[config.mk]
export PLATFORM = sky130hd
export DESIGN_NAME = psc_cell
export DESIGN_NICKNAME = d
export VERILOG_FILES = /design/src/sv/psc_pkg.sv /design/src/sv/psc_cell.sv
export SDC_FILE = /design/constraint.sdc
export NUM_CORES = 1
export LEC_CHECK = 0
export BUFFER_PORTS_ARGS = -buffer_cell sky130_fd_sc_hd__buf_4
export CAP_MARGIN = 20
export CORE_MARGIN = 2
export CORE_UTILIZATION = 35
export CTS_CLUSTER_DIAMETER = 50
export DETAILED_ROUTE_END_ITERATION = 8
export PLACE_DENSITY = 0.65
export SYNTH_ARGS = -nofsm -noshare
export SYNTH_HDL_FRONTEND = slang
export SYNTH_SLANG_ARGS = --single-unit
[constraint.sdc]
create_clock -name clock -period 3.7 [get_ports clock]
set_input_delay 0.555 -clock clock [delete_from_list [all_inputs] [get_ports clock]]
set_output_delay 0.555 -clock clock [all_outputs]
set_load 0.03 [all_outputs]
[src/sv/psc_pkg.sv]
// ----------------------------------------------------------------------------
// psc_pkg: shared types and constants for the pair-sum complement lookup
// Transaction payloads, the search token that walks the cell chain, and the
// counter limits used by the controller and the cells.
// ----------------------------------------------------------------------------
package psc_pkg;

   localparam int STORE_DEPTH_DEFAULT = 64;

   localparam logic [6:0] COUNT_MAX = 7'd127;   // position counter saturates here
   localparam logic [5:0] POS_MAX   = 6'd63;    // reported positions saturate here

   typedef struct packed {
      logic signed [31:0] value;
      logic               first_of_set;
      logic               last_of_set;
   } req_type;

   typedef struct packed {
      logic       found;
      logic [5:0] earlier_position;
      logic [5:0] later_position;
      logic       overflow;
   } rsp_type;

   // Search token handed from cell to cell
   typedef struct packed {
      logic        valid;
      logic [31:0] need;       // complement being searched
      logic        in_range;   // complement fits in 32 bits signed
      logic [6:0]  count;      // entries below this index are live
      logic        hit;
      logic [5:0]  hit_pos;
   } token_type;

endpackage

[src/sv/psc_cell.sv]
// ----------------------------------------------------------------------------
// psc_cell: one storage cell of the lookup chain
// Holds one stored value, compares it against the passing search token and
// forwards the token, marked with its own position on a match.
// ----------------------------------------------------------------------------
module psc_cell #(
   parameter int CELL_INDEX = 0
) (
   input  logic               clock,
   input  logic               reset,
   input  psc_pkg::token_type tok_i,
   output psc_pkg::token_type tok_o,
   input  logic               wr_en,
   input  logic [31:0]        wr_value
);
   import psc_pkg::*;

   // cells at or past the counter limit can never be written
   localparam bit         CellLive = CELL_INDEX < 127;
   localparam logic [6:0] CellIdx  = CellLive ? 7'(CELL_INDEX) : 7'd0;
   localparam logic [5:0] CellPos  = (CELL_INDEX > 63) ? POS_MAX : 6'(CELL_INDEX);

   logic [31:0] entry_value_ff;
   token_type   tok_ff;
   token_type   tok_in;
   logic        match;

   always_ff @(posedge clock) begin
      if (wr_en) begin
         entry_value_ff <= wr_value;
      end
   end

   assign match = tok_i.valid && tok_i.in_range && CellLive && (CellIdx < tok_i.count)
                  && (entry_value_ff == tok_i.need);

   // later cells override earlier ones: latest duplicate wins
   always_comb begin
      tok_in = tok_i;
      if (match) begin
         tok_in.hit     = 1'b1;
         tok_in.hit_pos = CellPos;
      end
   end

   always_ff @(posedge clock) begin
      if (reset) begin
         tok_ff.valid <= 1'b0;
      end else begin
         tok_ff <= tok_in;
      end
   end

   assign tok_o = tok_ff;

endmodule
# Yosys cells after proc, flatten, opt, wreduce, memory -nomap -nowiden
# Index checks and enable logic that the tools add are counted.
# totals
wordCells	12
in_bits	83
regBits	80
out_inout_bits	48
# op_classes
eq_ne	1
order_cmp	1
reduce_logical	3
# op_table
operator	count
== test 32 bit	1
less-than comparator 1 x 7 -> 1 bit (first input constant)	1
logical AND 1 bit	3

# Logic depth before layout (Yosys ltp)
# Gate-level depths: netlist (run 1).
# logic_depth
ltp_word	3
mapped_depth	4
depth_no_buf	4

# Least setup slack after synthesis (run 1)
# Ideal clock, no wire load.
# synth_path
kind	input to register
startpoint	input reset
endpoint	register tok_ff, in the netlist tok_o[0] (enable)
required_ns	3.299
arrival_ns	1.471
n_path_buf	0
setup_time_ns	0.401
setup_slack_ns	1.828
path_stages	1
cell_sequence	inv_1
# synth_lines
item	line_no	rtl
from (decl)	psc_cell.sv:10	input logic reset,
to (signal assigned)	psc_cell.sv:50	tok_ff <= tok_in;
to (decl)	psc_cell.sv:24	token_type tok_ff;
# No word-level cell between the ends.

# Worst setup path in the final report (run 1)
# layout_path
startpoint	register entry_value_ff[24]
endpoint	register tok_ff, in the netlist tok_o[1] (data pin)
# layout_between
elab_chain_cells	2
# layout_lines
item	line_no	rtl
from (decl)	psc_cell.sv:23	logic [31:0] entry_value_ff;
from (signal assigned)	psc_cell.sv:30	entry_value_ff <= wr_value;
== test 32 bit	psc_cell.sv:35	&& (entry_value_ff == tok_i.need);
logical AND 1 bit	psc_cell.sv:35	
# No other way between the ends.
# A chain may end at the register's enable or synchronous reset.

==> results.py, run 1 <==
metrics = {
    "placement": {
        "gp_congestion": 0.708,
        "dp_slack_ps": 1700,
        "hpwl_um": 4050,
        "io_buffers": 130,
        "dp.cells": 376,
    },
    "cells_and_area": {
        "nets": 365,
        "fin_util": 0.522,
        "final_cell_mix": "buf_4 (130), edfxtp_1 (79), xnor2_1 (31), clkbuf_8 (9), nand4_1 (7)",
        "nFillCells": 704,
        "stdcell_count": 391,
        "final_common_cell": "buf_4",
        "num_antenna_cells": 0,
        "area.growth.synth_to_final_pct": 46.6,
        "layout-drive-gt1-share": 0.524,
    },
    "clock_tree": {
        "numCtsBuffers": 9,
        "cts_tree": "done",
        "cts_setup_buffers": 0,
        "numClockSinks": 80,
        "cts_resized": 0,
        "cts_hold_buf": 0,
        "h-tree-depth": 3,
        "cts.reportedPaths.clkPinSlew_ps": 80,
        "clockBufferDepth": 2,
        "cts-root-buf": "clkbuf_8",
        "clock_latency_ps": 340,
    },
    "routing": {
        "vias_per_cell": 4.41,
        "drc_errors": 0,
        "wirelength_um": 5400,
        "wire_per_inst_um": 13.8,
        "drtAntennaViolNets": 0,
        "first_pass_iters": 4,
        "drt_iter0_markers": 46,
        "vias": 1725,
    },
    "worst_hold_path": {
        "hold_class": "input port to flop",
    },
    "floorplan": {
        "die-area_mm2": 0.00897,
        "fp.coreArea_mm2": 0.00809,
        "rows": 33,
        "die_h_um": 94.7,
        "fp.dieW_um": 94.7,
        "io_pins": 131,
        "start_util": 0.356,
    },
    "timing": {
        "fin_crit_sh": 0.445,
        "rsz0062_at_grt": "false",
        "fmax_mhz": 607,
        "finalHoldViolCount": 0,
        "drv_slew": 0,
        "slew_headroom": 0.346,
        "setup_viol": 0,
        "worst_pin_slew_ps": 979,
        "fin_setup_tns_ps": 0,
        "holdWs_ps": 379,
        "fin_crit_ps": 1650,
        "layout_setup_ws_ps": 2050,
        "skew_ps": 8.03,
    },
    "yosys": {
        "netlist_area_mm2": 0.00288,
        "synth.area.top_cells": "edfxtp_1 (82%), xnor2_1 (9.4%), nand4_1 (1.5%), nor4_4 (1.5%), a31oi_1 (1.3%)",
        "syn-instance-count": 141,
        "ys_ff_latch": 80,
        "yosys.area.top_type": "edfxtp_1",
        "yosysWarnings": 0,
        "ys_seq_area_frac": 0.831,
        "synth_top_area_frac": 0.824,
        "avgSynthCellArea_um2": 20.4,
        "synth_nets": 224,
        "ys_types": 15,
    },
    "setup_path": {
        "cpPeakStageDelay_ps": 510,
        "setup.worst_path.start_class": "flop",
        "cp_data_required_time_ps": 3750,
        "path_delay_family": "simple AND/OR/NAND/NOR gates",
        "worst-setup-path-type": "flop to flop",
        "cp_max_fo": 7,
        "worst-endpoint-arrival_ps": 1700,
        "crit_path_end_kind": "flop",
        "crit_buf_inv": 0,
        "cpMaxStageDelayCell": "nor4_4",
        "path_cells": "xnor2_1 > nand4_1 > nor4_4 > a31oi_1",
    },
    "global_route": {
        "grt_pass1_vias": 1748,
        "grt_overflow": 0,
        "grtUsageTotal": 0.123,
        "antenna_found_initial": 0,
        "grt_pass1_wl_um": 8050,
        "grt_max_degree": 48,
    },
    "pwr": {
        "peakVddDrop_mv": 0.236,
        "p_leak_nw": 1.66,
        "power_per_cell_area_mw_per_mm2": 506,
    },
    "job": {
        "max_cap_violations": 0,
    },
    "status": {
        "status": "finished, final reports clean",
    },
}
worst paths after layout:
kind / from / to / slack [ps] / cells after the start
worst max-delay path: entry_value_ff[24]$_DFFE_PP_ / tok_o[1]$_SDFFCE_PP0N_ / 2050 / 4
worst min-delay path: reset / tok_o[47]$_SDFF_PP0_ / 380 / 2
worst max register to register: entry_value_ff[24]$_DFFE_PP_ / tok_o[1]$_SDFFCE_PP0N_ / 2050 / 4
worst min register to register: entry_value_ff[6]$_DFFE_PP_ / tok_o[4]$_SDFFCE_PP0N_ / 820 / 4
flip-flops by register name (all words and copies together), names as in the netlist:
register and count:
tok_o 48, entry_value_ff 32
layer usage:
| layer | up-vias | wire length [um] | GRT usage |
|---|---|---|---|
| li1 | 818 | - | - |
| met3 | 16 | 550 | 0.0383 |
| met1 | 801 | 1970 | 0.142 |
| met2 | 90 | 2690 | 0.202 |
| met5 | - | 0 | 0 |
| met4 | 0 | 186 | 0.0688 |
cells by family (layout without fill, tap and decap cells):
kind of cell              count (synthesis)  in the layout  share of synthesized area
and+or+nand+nor                          15             15                     0.0469
buffers and inverters                     7            152                    0.00912
DFF                                      80             80                      0.831
AOI/OAI and AO/OA                         7              7                     0.0161
xor gates and xnor gates                 32             32                     0.0973
worst reg2reg max path: cells and delay by family, from the launching register on:
family / cells / cell delay (ps)
compound gates: 1 / 150
xor+xnor: 1 / 160
flops: 1 / 380
simple gates: 2 / 680
cell type report:
cell class                      instances  area, um2  share of cell area
Tap cell                              105        131              0.0311
Clock inverter                          5        106              0.0252
Clock buffer                           10        128              0.0302
Timing Repair Buffer                  130        976               0.231
Multi-Input combinational cell         54        462               0.109
Inverter                                7       26.3             0.00622
Sequential cell                        80       2390               0.567
power by group:
part           internal (mW)  switching, mW  leakage [nW]  total (mW)
combinational          0.137          0.157         0.768       0.294
sequential              1.07         0.0221         0.782        1.10
clock                  0.446          0.300         0.113       0.747
total                   1.66          0.479          1.66        2.14
through the flow:
stage / power, mW / area (um2)
floorplan: 1.26 / 2880
global placement: 1.41 / 3990
detailed placement: 1.42 / 3990
CTS: 2.16 / 4220
global route: 2.22 / 4220
finish: 2.14 / 4220
synthesized netlist by cell type:
| cell | number |
|---|---|
| edfxtp_1 | 79 |
| xnor2_1 | 31 |
| inv_1 | 7 |
| nand4_1 | 7 |
| a31oi_1 | 6 |
| nor4_4 | 2 |
| a31o_1 | 1 |
| dfxtp_1 | 1 |
| nand2_1 | 1 |
| nand3_1 | 1 |
| nor2b_1 | 1 |
| nor3_2 | 1 |
| nor4_2 | 1 |
| or4_4 | 1 |
| xor2_1 | 1 |
No activity file was read; power rests on OpenSTA's default activity.
==> inputs of run 2 (changes only) <==
==> constraint.sdc (replaced) <==
create_clock -name clock -period 1.6 [get_ports clock]
set_input_delay 0.24 -clock clock [delete_from_list [all_inputs] [get_ports clock]]
set_output_delay 0.24 -clock clock [all_outputs]
set_load 0.03 [all_outputs]
==> run 2 against run 1 <==
Worst hold slack got worse by 320 ps. First-iteration DRC count decreased by 41%. Critical endpoint is now tok_o[4]$_SDFFCE_PP0N_. Die area unchanged. Power increased by 120%. Largest cell class unchanged. Sequential power increased by 130%. Via count decreased by 1.4%. Cell count increased by 1.3%. Core utilization increased by 0.077 points.
==> results.py, run 2 (same netlist as run 1, synthesis figures left out) <==
metrics = {
    "setup_path": {
        "worst-setup-path-type": "flop to flop",
        "crit_path_end_kind": "flop",
        "r2r_cells": 5,
        "reg2reg_to": "tok_o[4]$_SDFFCE_PP0N_",
        "worst-endpoint-arrival_ps": 1610,
        "cp_data_required_time_ps": 1660,
        "rrSetupSlack_ps": 50,
        "rr_startpoint": "entry_value_ff[25]$_DFFE_PP_",
        "cp_max_fo": 7,
        "setup.worst_path.start_class": "flop",
        "crit_start": "entry_value_ff[25]$_DFFE_PP_",
    },
    "placement": {
        "place_area_mm2": 0.00402,
        "gp_congestion": 0.679,
        "io_buffers": 130,
        "hpwl_um": 4050,
        "dp.cells": 380,
    },
    "global_route": {
        "grt_pass1_vias": 1695,
        "antenna_found_initial": 0,
        "grtUsageTotal": 0.117,
        "grt_max_degree": 33,
        "grt_overflow": 0,
        "grt_pass1_wl_um": 7670,
    },
    "worst_hold_path": {
        "min_to": "tok_o[47]$_SDFF_PP0_",
        "hold_class": "input port to flop",
        "min_path_cells": 2,
        "hold_start": "reset",
    },
    "floorplan": {
        "die-area_mm2": 0.00897,
        "fp.dieW_um": 94.7,
        "rows": 33,
        "io_pins": 131,
        "fp.coreArea_mm2": 0.00809,
        "start_util": 0.356,
        "die_h_um": 94.7,
    },
    "clock_tree": {
        "numClockSinks": 80,
        "h-tree-depth": 3,
        "numCtsBuffers": 9,
        "cts.reportedPaths.clkPinSlew_ps": 80,
        "clock_latency_ps": 340,
        "cts_tree": "done",
        "cts-root-buf": "clkbuf_8",
        "clockBufferDepth": 2,
        "cts_hold_buf": 0,
    },
    "routing": {
        "drc_errors": 0,
        "vias_per_cell": 4.29,
        "wire_per_inst_um": 13.2,
        "drtAntennaViolNets": 0,
        "vias": 1700,
        "wirelength_um": 5240,
        "first_pass_iters": 4,
        "drt_iter0_markers": 27,
    },
    "cells_and_area": {
        "layout-drive-gt1-share": 0.533,
        "largest_register_ffs": 48,
        "stdcell_count": 396,
        "nFillCells": 701,
        "area.growth.synth_to_final_pct": 46.8,
        "final_cell_mix": "buf_4 (134), edfxtp_1 (79), xnor2_1 (29), clkbuf_8 (9), nand4_1 (7)",
        "final_common_cell": "buf_4",
        "nets": 369,
        "design_area_mm2": 0.00423,
        "num_antenna_cells": 0,
    },
    "pwr": {
        "p_leak_nw": 1.67,
        "peakVddDrop_mv": 0.801,
        "power_per_cell_area_mw_per_mm2": 1090,
    },
    "timing": {
        "finalHoldViolCount": 0,
        "fin_crit_sh": 0.968,
        "fmax_mhz": 645,
        "rsz0062_at_grt": "true",
        "skew_ps": 9.42,
        "slew_headroom": 0.719,
        "drv_slew": 0,
        "fin_crit_ps": 1550,
        "worst_pin_slew_ps": 422,
        "setup_viol": 0,
    },
    "status": {
        "status": "finished, final reports clean",
    },
    "job": {
        "max_cap_violations": 0,
    },
}
run 2: area by class of cell:
| type | instances | area [um2] | share of cell area |
|---|---|---|---|
| multi-input cells | 54 | 485 | 0.115 |
| well taps | 105 | 131 | 0.0311 |
| clock buffers | 10 | 128 | 0.0302 |
| clock inverters | 6 | 58.8 | 0.0139 |
| inverters | 7 | 26.3 | 0.00621 |
| repair buffers | 134 | 1010 | 0.238 |
| flip-flops and latches | 80 | 2390 | 0.566 |
run 2: worst max-delay path, stage by stage, from the launching register on:
cell	delay, ps
edfxtp_1	420
xnor2_2	140
nand4_1	160
nor4_4	290
buf_4	180
a31oi_1	90
run 2: metrics by stage:
step	setup TNS [ps]	total power, mW	setup WS [ps]	hold WS, ps	utilization
6_report	0	4.62	50.7	61.0	0.522
5_1_grt	-232	4.82	-44.7	48.5	0.522
4_1_cts	0	4.68	2.65	44.9	0.519
3_5_place_dp	-12.9	3.28	-12.9	419	0.496
3_3_place_gp	0	3.27	2.24	414	0.496
2_1_floorplan	0	2.91	42.9	312	-
run 2: timing repair:
action,in CTS,in global routing
resized for setup,0,3
buffers inserted,0,0
setup endpoints to repair,0,7
run 2: how the worst max path moves through the flow:
| stage | to | slack [ps] |
|---|---|---|
| 6_report | tok_o[4]$_SDFFCE_PP0N_ | 50 |
| 5_1_grt | tok_o[2]$_SDFFCE_PP0N_ | -40 |
| 4_1_cts | tok_o[1]$_SDFFCE_PP0N_ | 3 |
| 3_5_place_dp | tok_o[6]$_SDFFCE_PP1N_ | -10 |
| 3_3_place_gp | tok_o[6]$_SDFFCE_PP1N_ | 2 |
| 2_1_floorplan | tok_o[0]$_SDFFCE_PP0N_ | 40 |
run 2: where the power goes:
group | switching, mW | leakage, nW | internal, mW | total, mW
Sequential | 0.0512 | 0.782 | 2.48 | 2.54
Combinational | 0.365 | 0.800 | 0.325 | 0.690
Clock | 0.681 | 0.0917 | 0.714 | 1.39
Total | 1.10 | 1.67 | 3.52 | 4.62
run 2: per-layer routing:
metal	global-route usage	wire length, um	up-vias
met1	0.127	1900	777
li1	-	-	829
met2	0.199	2650	84
met4	0.0543	92	0
met5	0	0	-
met3	0.0495	601	10
==> inputs of run 3 (changes only) <==
--- a/config.mk
+++ b/config.mk
@@ -5,13 +5,14 @@
 export SDC_FILE = /design/constraint.sdc
 export NUM_CORES = 1
 export LEC_CHECK = 0
+export ABC_AREA = 1
 export BUFFER_PORTS_ARGS = -buffer_cell sky130_fd_sc_hd__buf_4
 export CAP_MARGIN = 20
 export CORE_MARGIN = 2
-export CORE_UTILIZATION = 35
+export CORE_UTILIZATION = 47
 export CTS_CLUSTER_DIAMETER = 50
 export DETAILED_ROUTE_END_ITERATION = 8
-export PLACE_DENSITY = 0.65
+export PLACE_DENSITY = 0.81
 export SYNTH_ARGS = -nofsm -noshare
 export SYNTH_HDL_FRONTEND = slang
 export SYNTH_SLANG_ARGS = --single-unit
==> run 3 against run 2 <==
Worst hold slack improved by 17 ps. Critical path type unchanged. Critical path depth is 3 higher. Via count is 26% higher. Register-to-register slack improved by 50 ps. Highest routed layer unchanged. Setup slack better by 47 ps. First-iteration DRC count increased to 3.3 times the previous value. Largest power group unchanged.
==> results.py, run 3 <==
metrics = {
    "clock_tree": {
        "cts_tree": "done",
        "numClockSinks": 80,
        "cts-root-buf": "clkbuf_8",
        "cts.reportedPaths.clkPinSlew_ps": 80,
        "clock_latency_ps": 330,
        "clockBufferDepth": 2,
        "numCtsBuffers": 9,
        "h-tree-depth": 3,
    },
    "setup_path": {
        "setup.worst_path.end": "tok_o[1]$_SDFFCE_PP0N_",
        "setup.worst_path.start_class": "flop",
        "crit_path_end_kind": "flop",
        "crit_start": "entry_value_ff[28]$_DFFE_PP_",
        "worst-endpoint-arrival_ps": 1590,
        "rr_startpoint": "entry_value_ff[28]$_DFFE_PP_",
        "cp_data_required_time_ps": 1690,
        "worst-setup-path-type": "flop to flop",
        "cp_max_fo": 6,
        "reg2reg_to": "tok_o[1]$_SDFFCE_PP0N_",
        "r2r_cells": 8,
        "rrSetupSlack_ps": 100,
    },
    "placement": {
        "gp_congestion": 0.724,
        "io_buffers": 130,
        "hpwl_um": 4480,
    },
    "worst_hold_path": {
        "hold_class": "input port to flop",
    },
    "yosys": {
        "yosysMostFrequentCell": "edfxtp_1",
        "synth_top_area_frac": 0.764,
        "avgSynthCellArea_um2": 12.4,
        "yosysWarnings": 0,
        "ys.flop_type": "edfxtp_1",
        "yosys.area.top_type": "edfxtp_1",
        "synth_nets": 333,
        "synth_common_cells": "edfxtp_1 (79), nand2_1 (66), inv_1 (49)",
        "synth-edff-count": 79,
        "postSynth.asyncResetShare": 0,
        "ys_ff_latch": 80,
        "synth.area.top_cells": "edfxtp_1 (76%), nand2_1 (8.0%), inv_1 (5.9%), nor2_1 (4.4%), xnor2_1 (1.4%)",
        "ys_types": 16,
        "ys_seq_area_frac": 0.771,
        "netlist_area_mm2": 0.00310,
        "syn-instance-count": 250,
    },
    "routing": {
        "wire_per_inst_um": 12.9,
        "vias": 2142,
        "first_pass_iters": 4,
        "wirelength_um": 6130,
        "drt_iter0_markers": 89,
        "drc_errors": 0,
        "vias_per_cell": 4.52,
        "drtAntennaViolNets": 0,
    },
    "floorplan": {
        "start_util": 0.486,
        "die_h_um": 85.3,
        "fp.dieW_um": 85.3,
        "die-area_mm2": 0.00727,
        "fp.coreArea_mm2": 0.00639,
        "rows": 29,
        "io_pins": 131,
    },
    "cells_and_area": {
        "num_antenna_cells": 0,
        "final_cell_mix": "buf_4 (131), edfxtp_1 (79), nand2_1 (66), inv_1 (48), nor2_1 (36)",
        "nets": 476,
        "final_common_cell": "buf_4",
        "area.growth.synth_to_final_pct": 41.2,
        "largest_register_ffs": 48,
        "layout-drive-gt1-share": 0.380,
    },
    "job": {
        "max_cap_violations": 0,
    },
    "timing": {
        "holdWs_ps": 77.8,
        "drv_slew": 0,
        "finalHoldViolCount": 0,
        "fin_crit_sh": 0.939,
        "skew_ps": 7.44,
        "worst_pin_slew_ps": 423,
        "fmax_mhz": 666,
        "fin_crit_ps": 1500,
        "slew_headroom": 0.718,
        "setup_viol": 0,
        "rsz0062_at_grt": "true",
        "fin_setup_tns_ps": 0,
    },
    "pwr": {
        "power_per_cell_area_mw_per_mm2": 1050,
        "p_leak_nw": 2.06,
        "peakVddDrop_mv": 0.698,
        "total_power_mw": 4.59,
    },
    "global_route": {
        "grt_pass1_wl_um": 9320,
        "antenna_found_initial": 0,
        "grt_overflow": 0,
        "grt_pass1_vias": 2072,
        "grt_max_degree": 48,
        "grtUsageTotal": 0.171,
    },
    "status": {
        "status": "finished, final reports clean",
    },
}
run 3: changes by cell type in the layout (fill, tap and decap cells not counted), sizes merged, moves of 2 or more:
cell    change
nand4       -6
buf         -2
nand2      +65
a31oi       -6
clkinv      +2
nor4        -3
nor2       +38
xor2        +3
inv        +42
xnor2      -26
run 3: logic make-up (layout without fill, tap and decap cells):
family | Yosys count | in the layout | synth area share
and+or+nand+nor | 110 | 110 | 0.141
DFF | 80 | 80 | 0.771
buffers and inverters | 50 | 197 | 0.0605
AOI/OAI and AO/OA | 1 | 1 | 0.00242
xor gates and xnor gates | 9 | 9 | 0.0254
run 3: through the flow:
| stage | cells | area [um2] | worst slack, ps | utilization |
|---|---|---|---|---|
| after floorplan | 250 | 3100 | 42.9 | - |
| after global placement | 458 | 4200 | 118 | 0.657 |
| after detailed placement | 458 | 4200 | 55.0 | 0.657 |
| after CTS | 473 | 4370 | 38.6 | 0.685 |
| after global routing | 474 | 4380 | -79.7 | 0.687 |
| final | 474 | 4380 | 97.7 | 0.687 |
run 3: worst min-delay path by stage:
stage                       from                      endpoint  slack [ps]  cells after the start
floorplan                  reset          tok_o[47]$_SDFF_PP0_         310                      1
global placement           reset          tok_o[47]$_SDFF_PP0_         420                      2
detailed placement         reset          tok_o[47]$_SDFF_PP0_         420                      2
CTS                        reset          tok_o[47]$_SDFF_PP0_          60                      2
global route        wr_value[20]  entry_value_ff[20]$_DFFE_PP_          50                      1
finish                     reset          tok_o[47]$_SDFF_PP0_          80                      2
run 3: timing repair:
action,CTS,global route
endpoints found under the setup margin,0,6
hold buffers,0,0
buffers inserted,0,1
resized for setup,0,1
run 3: final cells by class:
class,count,area [um2]
clock buffers,9,124
flip-flops and latches,80,2390
repair buffers,132,1000
well taps,77,96.3
multi-input cells,120,529
clock inverters,6,51.3
fillers,480,2000
inverters,50,188
run 3: power by group:
part | total [mW] | internal (mW) | switching [mW]
Sequential | 2.54 | 2.49 | 0.0539
Clock | 1.34 | 0.691 | 0.649
Combinational | 0.715 | 0.314 | 0.401
Total | 4.59 | 3.49 | 1.10
run 3: routing by layer:
layer,up-vias,track usage,part of all wire
met3,2,0.0593,0.089
met2,89,0.298,0.50
li1,1078,-,-
met5,-,0,0
met1,973,0.195,0.40
met4,0,0.0606,0.0037
run 3: critical path, stage by stage (launching register included):
cell and delay (ps):
edfxtp_1 400, nand2_1 80, nand2_1 60, nor2_1 130, nand2_1 70, nor2_1 130, nand3_2 140, nor2_4 190
nor2_1 70
